==> src/hdl/oaht_pkg.sv <==
// Shared constants, codes and controller/datapath interface types for the hash table unit.
package oaht_pkg;

  localparam int MAX_SLOTS    = 128;
  localparam int PROBE_FACTOR = 100;

  localparam int SLOT_W     = $clog2(MAX_SLOTS);
  localparam int SIZE_W     = $clog2(MAX_SLOTS + 1);
  localparam int CNT_W      = $clog2(MAX_SLOTS * PROBE_FACTOR + 1);
  localparam int KEY_W      = 31;
  localparam int OP_W       = 2;
  localparam int STATUS_W   = 3;
  localparam int ADDR_OUT_W = 7;
  localparam int CFG_SIZE_W = 8;
  localparam int DATA_W     = 32;
  localparam int PADDR_W    = 3;

  localparam int DIV_BITS   = 4;
  localparam int DIV_STEPS  = (KEY_W + DIV_BITS - 1) / DIV_BITS;
  localparam int KEY_PAD_W  = DIV_STEPS * DIV_BITS;
  localparam int DIV_CNT_W  = $clog2(DIV_STEPS);

  localparam logic [OP_W-1:0] OP_INSERT = 2'd0;
  localparam logic [OP_W-1:0] OP_FIND   = 2'd1;
  localparam logic [OP_W-1:0] OP_DELETE = 2'd2;
  localparam logic [OP_W-1:0] OP_NONE   = 2'd3;

  localparam logic [STATUS_W-1:0] ST_INSERTED    = 3'd0;
  localparam logic [STATUS_W-1:0] ST_DUPLICATE   = 3'd1;
  localparam logic [STATUS_W-1:0] ST_FULL        = 3'd2;
  localparam logic [STATUS_W-1:0] ST_FOUND       = 3'd3;
  localparam logic [STATUS_W-1:0] ST_NOT_FOUND   = 3'd4;
  localparam logic [STATUS_W-1:0] ST_DELETED     = 3'd5;
  localparam logic [STATUS_W-1:0] ST_DEL_MISSING = 3'd6;

  localparam logic REG_PROBE_MODE = 1'b0;
  localparam logic REG_TABLE_SIZE = 1'b1;

  typedef struct packed {
    logic                load;
    logic                div_step;
    logic                rd;
    logic                advance;
    logic                wr_ins;
    logic                wr_del;
    logic                out_load;
    logic                use_pos;
    logic [STATUS_W-1:0] res_code;
  } cmd_t;

  typedef struct packed {
    logic [OP_W-1:0] op;
    logic            trivial;
    logic            div_last;
    logic            hit_empty;
    logic            hit_match;
    logic            hit_del;
    logic            probe_last;
    logic            out_free;
  } stat_t;

endpackage

==> src/hdl/oaht_ctrl.sv <==
// Request sequencer: hashing, probe read/check loop and result hand-off.
module oaht_ctrl (
  input  logic           clk,
  input  logic           rst,
  input  logic           in_valid,
  output logic           in_ready,
  input  oaht_pkg::stat_t stat,
  output oaht_pkg::cmd_t  cmd
);

  localparam logic [2:0] S_IDLE  = 3'd0;
  localparam logic [2:0] S_DIV   = 3'd1;
  localparam logic [2:0] S_READ  = 3'd2;
  localparam logic [2:0] S_CHECK = 3'd3;
  localparam logic [2:0] S_RESP  = 3'd4;

  logic [2:0]                    state, state_next;
  logic [oaht_pkg::STATUS_W-1:0] res_code, res_code_next;
  logic                          use_pos, use_pos_next;
  logic                          is_insert;

  assign is_insert = (stat.op == oaht_pkg::OP_INSERT);
  assign in_ready  = (state == S_IDLE);

  always_comb begin
    state_next    = state;
    res_code_next = res_code;
    use_pos_next  = use_pos;
    cmd           = '0;
    cmd.res_code  = res_code;
    cmd.use_pos   = use_pos;
    unique case (state)
      S_IDLE: begin
        if (in_valid) begin
          cmd.load   = 1'b1;
          state_next = S_DIV;
        end
      end
      S_DIV: begin
        cmd.div_step = 1'b1;
        if (stat.div_last) begin
          use_pos_next = 1'b0;
          if (stat.trivial) begin
            unique case (stat.op)
              oaht_pkg::OP_INSERT: res_code_next = oaht_pkg::ST_FULL;
              oaht_pkg::OP_DELETE: res_code_next = oaht_pkg::ST_DEL_MISSING;
              default:             res_code_next = oaht_pkg::ST_NOT_FOUND;
            endcase
            state_next = S_RESP;
          end else begin
            state_next = S_READ;
          end
        end
      end
      S_READ: begin
        cmd.rd     = 1'b1;
        state_next = S_CHECK;
      end
      S_CHECK: begin
        if (is_insert) begin
          priority if (stat.hit_empty) begin
            cmd.wr_ins    = 1'b1;
            res_code_next = oaht_pkg::ST_INSERTED;
            use_pos_next  = 1'b1;
            state_next    = S_RESP;
          end else if (stat.hit_match) begin
            res_code_next = oaht_pkg::ST_DUPLICATE;
            use_pos_next  = 1'b1;
            state_next    = S_RESP;
          end else if (stat.probe_last) begin
            res_code_next = oaht_pkg::ST_FULL;
            state_next    = S_RESP;
          end else begin
            cmd.advance = 1'b1;
            state_next  = S_READ;
          end
        end else begin
          priority if (!stat.hit_del && stat.hit_empty) begin
            res_code_next = (stat.op == oaht_pkg::OP_DELETE) ? oaht_pkg::ST_DEL_MISSING
                                                              : oaht_pkg::ST_NOT_FOUND;
            state_next    = S_RESP;
          end else if (!stat.hit_del && stat.hit_match) begin
            if (stat.op == oaht_pkg::OP_DELETE) begin
              cmd.wr_del    = 1'b1;
              res_code_next = oaht_pkg::ST_DELETED;
            end else begin
              res_code_next = oaht_pkg::ST_FOUND;
            end
            state_next = S_RESP;
          end else if (stat.probe_last) begin
            res_code_next = (stat.op == oaht_pkg::OP_DELETE) ? oaht_pkg::ST_DEL_MISSING
                                                              : oaht_pkg::ST_NOT_FOUND;
            state_next    = S_RESP;
          end else begin
            cmd.advance = 1'b1;
            state_next  = S_READ;
          end
        end
      end
      S_RESP: begin
        if (stat.out_free) begin
          cmd.out_load = 1'b1;
          state_next   = S_IDLE;
        end
      end
      default: state_next = S_IDLE;
    endcase
  end

  always_ff @(posedge clk) begin
    if (rst) begin
      state <= S_IDLE;
    end else begin
      state <= state_next;
    end
  end

  always_ff @(posedge clk) begin
    res_code <= res_code_next;
    use_pos  <= use_pos_next;
  end

endmodule

==> config.mk <==
export PLATFORM = sky130hd
export DESIGN_NAME = oaht_ctrl
export DESIGN_NICKNAME = d
export VERILOG_FILES = /design/src/hdl/oaht_pkg.sv /design/src/hdl/oaht_ctrl.sv
export SDC_FILE = /design/constraint.sdc
export NUM_CORES = 1
export LEC_CHECK = 0
export ABC_AREA = 0
export BUFFER_PORTS_ARGS = -buffer_cell sky130_fd_sc_hd__buf_4
export CAP_MARGIN = 20
export CORE_AREA = 2 2 39 41
export DETAILED_ROUTE_END_ITERATION = 7
export DIE_AREA = 0 0 41 43
export PLACE_DENSITY = 0.7
export SETUP_SLACK_MARGIN = 0.02
export SLEW_MARGIN = 20
export SYNTH_ARGS = -nofsm -noshare
export SYNTH_HDL_FRONTEND = slang
export SYNTH_SLANG_ARGS = --single-unit
==> constraint.sdc <==
create_clock -name clk -period 1.5 [get_ports clk]
set_input_delay 0.225 -clock clk [delete_from_list [all_inputs] [get_ports clk]]
set_output_delay 0.225 -clock clk [all_outputs]
set_load 0.02 [all_outputs]
# ---- Yosys cells after proc, flatten, opt, wreduce, memory -nomap -nowiden
# Index checks and enable logic that the tools add are counted.
dict set report word_totals {
  register_bits 7
  latchBits 0
  ram_bits 0
  mem_bits_ro 0
  inputBits 12
  out_inout_bits 12
  wordCells 73
  n_memories 0
}
dict set report op_classes {
  addsub 0
  mul 0
  div 0
  magnitude_cmp 0
  n_eq_ne 13
  shift 0
  n_mux 48
  bitwise_logic 0
  reduce_logical 9
}
# op n
set ops {}
lappend ops {{$mux W3} 21}
lappend ops {{$mux W1} 22}
lappend ops {{$pmux W3 S5} 1}
lappend ops {{$pmux W3 S2} 2}
lappend ops {{$ne A2 B2 Y1 const B} 5}
lappend ops {{$ne A5 B5 Y1 const B} 2}
lappend ops {{$eq A3 B2 Y1 const B} 2}
lappend ops {{$reduce_and A5 Y1} 1}
lappend ops {{$reduce_and A4 Y1} 1}
lappend ops {{$eq A3 B1 Y1 const B} 1}
lappend ops {{$eq A3 B3 Y1 const B} 1}
lappend ops {{$logic_not A3 Y1} 1}
lappend ops {{$ne A3 B3 Y1 const B} 1}
lappend ops {{$reduce_and A3 Y1} 1}
lappend ops {{$eq A2 B2 Y1 const B} 1}
lappend ops {{$logic_and A1 B1 Y1} 2}
lappend ops {{$logic_not A2 Y1} 1}
lappend ops {{$mux W2} 1}
lappend ops {{$pmux W1 S2} 1}
lappend ops {{$reduce_bool A2 Y1} 1}
lappend ops {{$logic_not A1 Y1} 1}

# ---- Longest topological paths before layout
dict set report logic_depth {
  ltp_word 7
  mapped_depth 4
  mapped_depth_nobuf 4
}

# ---- Worst setup path before layout
# No wires, ideal clock.
dict set report synth_path {
  path_type {register to output}
  startpoint {register state[1]}
  endpoint {output cmd[10] (netlist bit)}
  t_arrival_ns 1.358
  required_time_ns 1.275
  setup_slack_ns -0.083
  stages_incl_launch_ff 4
  n_path_buf 1
  path_cell_list {dfxtp_1 -> buf_2 -> nor3_1 -> and2_1}
}
# element line
set synth_rtl {}
lappend synth_rtl {{from (decl)} oaht_ctrl.sv:17} ;# logic [2:0] state, state_next;
lappend synth_rtl {{from (signal assigned)} oaht_ctrl.sv:114} ;# state <= state_next;
lappend synth_rtl {{to (decl)} oaht_ctrl.sv:8} ;# output oaht_pkg::cmd_t cmd

==> out/metrics.yaml <==
cp.required_ps: 1270
first_pass_iters: 2
yosys.area.top_type: "edfxtp_1"
async_flop_share_pct: 0
cts_tree: "done"
p_per_area_nw_per_um2: 706
cts.hold.buffers_added: 0
synth_area_per_cell_um2: 9.06
ys.flop_type: "edfxtp_1"
antenna_found_initial: 0
leakagePower_nw: 0.375
period_share_pct: 98.0
synth_seq_cells: 7
yosys-top-cells-count: "5 x nor2_1, 4 x a21oi_1, 4 x edfxtp_1"
synth_nets: 72
grt_pass1_wl_um: 1960
cpPeakStageDelay_ps: 370
setup_violations: 0
ant_nets: 0
worstSetupStartpointType: "register"
htree_levels: 1
crit_arrival_ps: 1250
rows: 14
maxCapViolations: 0
maxSlewViolCount: 0
power.switching_mw: 0.153
crit_top_cell: "buf_4"
synth-edff-count: 4
yosysUniqueCellTypes: 30
p_sw_share_pct: 28.4
crit_slowest_cell: "dfxtp_4"
yosys_warnings: 0
finalClockSkew_ps: 5.80
die_x_um: 41
cts.path.max_buffers: 2
start_util_pct: 38.0
path_clk_slew_ps: 60
crit_chain: "buf_4, nor3_2, and2_1, buf_4"
vias: 526
crit_path_end_kind: "primary output"
crit_buf_inv: 2
grt_max_degree: 9
fin_setup_tns_ps: 0
nNetsFinal: 100
drt-total-wl_um: 1200
synth.area.top_cells: "edfxtp_1 23%, dfxtp_1 11%, ha_1 4.8%, nor3b_1 4.3%, a21oi_1 3.8%"
ys_seq_area_share_pct: 34.3
syn-cell-area_um2: 526
pwr-share-seq_pct: 40.9
placed_area_um2: 728
status: "completed"
worstMarginPinSlew_ps: 241
finish.instance_area_um2: 766
synth_top_area_share_pct: 22.9
dieArea_um2: 1760
cp_max_fo: 8
track_usage_pct: 16.6
final_layout_size_suffix_gt1_share_pct: 45.9
p_int_mw: 0.387
drt_iter0_markers: 3
multi_input_area_um2: 328
ioPinCount: 24
nFillCells: 129
via_per_inst: 5.21
ff_latch_area_um2: 189
finalPower_mw: 0.541
cts_sinks: 7
hp-class: "primary input to register"
coreArea_um2: 1380
dp_hpwl_um: 998
relSlewSlack_pct: 83.7
period_needed_ps: 1470
cts-root-buf: "clkbuf_4"
criticalPathCategory: "register to primary output"
yosysMostFrequentCell: "nor2_1"
cts_buffers: 3
achievable-frequency_mhz: 680
final_hold_viol_count: 0
combPwrFrac_pct: 27.5
io_buffers: 23
p_clk_share_pct: 31.5
clk_latency_ps: 250
die_height_um: 43
gr-total-overflow: 0
max-vdd-ir-drop_mv: 0.290
rsz0062_at_grt: "true"
drc: 0
post_drt_wl_per_cell_um: 11.8
syn-instance-count: 58
grt_pass1_vias: 465
antennaDiodeCount: 0
area_growth_pct: 45.7
routabilityCongestion: 0.818
critPathTopFamily: "flip-flops"
==> worst paths after layout <==
check / from / endpoint / slack (ps) / cells after the start
max reg2reg: state[2] / res_code[1] / 270 / 3
min reg2reg: state[1] / state[2] / 540 / 1
max: state[1] / cmd[10] / 30 / 4
min: rst / state[2] / 150 / 2
==> cell families (layout without fill, tap and decap cells) <==
group | after synthesis | in the layout | synth area share, %
buffers and inverters | 5 | 32 | 5.24
AO/OA/AOI/OAI | 14 | 14 | 18.8
adder cells (fa/ha/maj) | 2 | 2 | 4.76
AND/OR/NAND/NOR | 30 | 30 | 36.9
flip-flops | 7 | 7 | 34.3
==> cell usage in the layout, fill, tap and decap left out, types with 2 or more instances in the layout <==
master and n:
a21o_1 2, a21oi_1 4, and3_1 2, buf_4 26, clkbuf_4 3, dfxtp_4 2
edfxtp_1 4, ha_1 2, inv_1 2, nand2_1 2, nand2b_1 3, nand3_1 2
nor2_1 3, nor2_2 2, nor2b_1 3, nor3b_1 3, o21ai_0 3
==> worst register-to-register path: cells and delay by family, from the launching register on <==
family             cells  cell delay (ps)
and+or+nand+nor        2              550
DFF                    1              360
AOI/OAI and AO/OA      1              170
==> repair_timing <==
item                                    CTS  global route
resized for setup                         4             2
hold endpoints to repair                  0             0
setup buffers                             0             0
endpoints found under the setup margin    4             4
cloned                                    0             0
pin swaps                                 0             0
==> sequential cells by signal (all words and copies together), names as in the netlist <==
name,cells
res_code,3
state,3
use_pos,1
==> routing by layer <==
metal	up-vias	share of wire, %	global-route usage (%)
li1	266	-	-
met1	238	42	21.4
met2	16	50	22.2
met3	6	5.0	2.62
met4	0	3.3	15.3
met5	-	0	0
==> per-stage QoR <==
stage / hold WS (ps) / setup WS [ps] / util (%) / cells
floorplan: 301 / 123 / - / 58
detailed placement: 425 / 41.3 / 52.6 / 97
finish: 155 / 29.3 / 55.3 / 101
CTS: 146 / 22.9 / 55.0 / 101
global placement: 407 / 78.3 / 52.6 / 97
global route: 147 / -31.1 / 55.3 / 101
==> final cells by class <==
| cell class | instances | area share (%) |
|---|---|---|
| multi-input cells | 46 | 42.8 |
| repair buffers | 26 | 25.5 |
| flip-flops and latches | 7 | 24.7 |
| clock buffers | 4 | 3.43 |
| well taps | 16 | 2.61 |
| inverters | 2 | 0.980 |
==> power groups by stage <==
stage	clock (mW)	sequential, mW	combinational (mW)
after detailed placement	0	0.226	0.149
final	0.170	0.221	0.149
after global placement	0	0.226	0.146
after global routing	0.186	0.223	0.163
after CTS	0.177	0.222	0.149
after floorplan	0	0.226	0.0832
(Power assumes the default switching activity.)
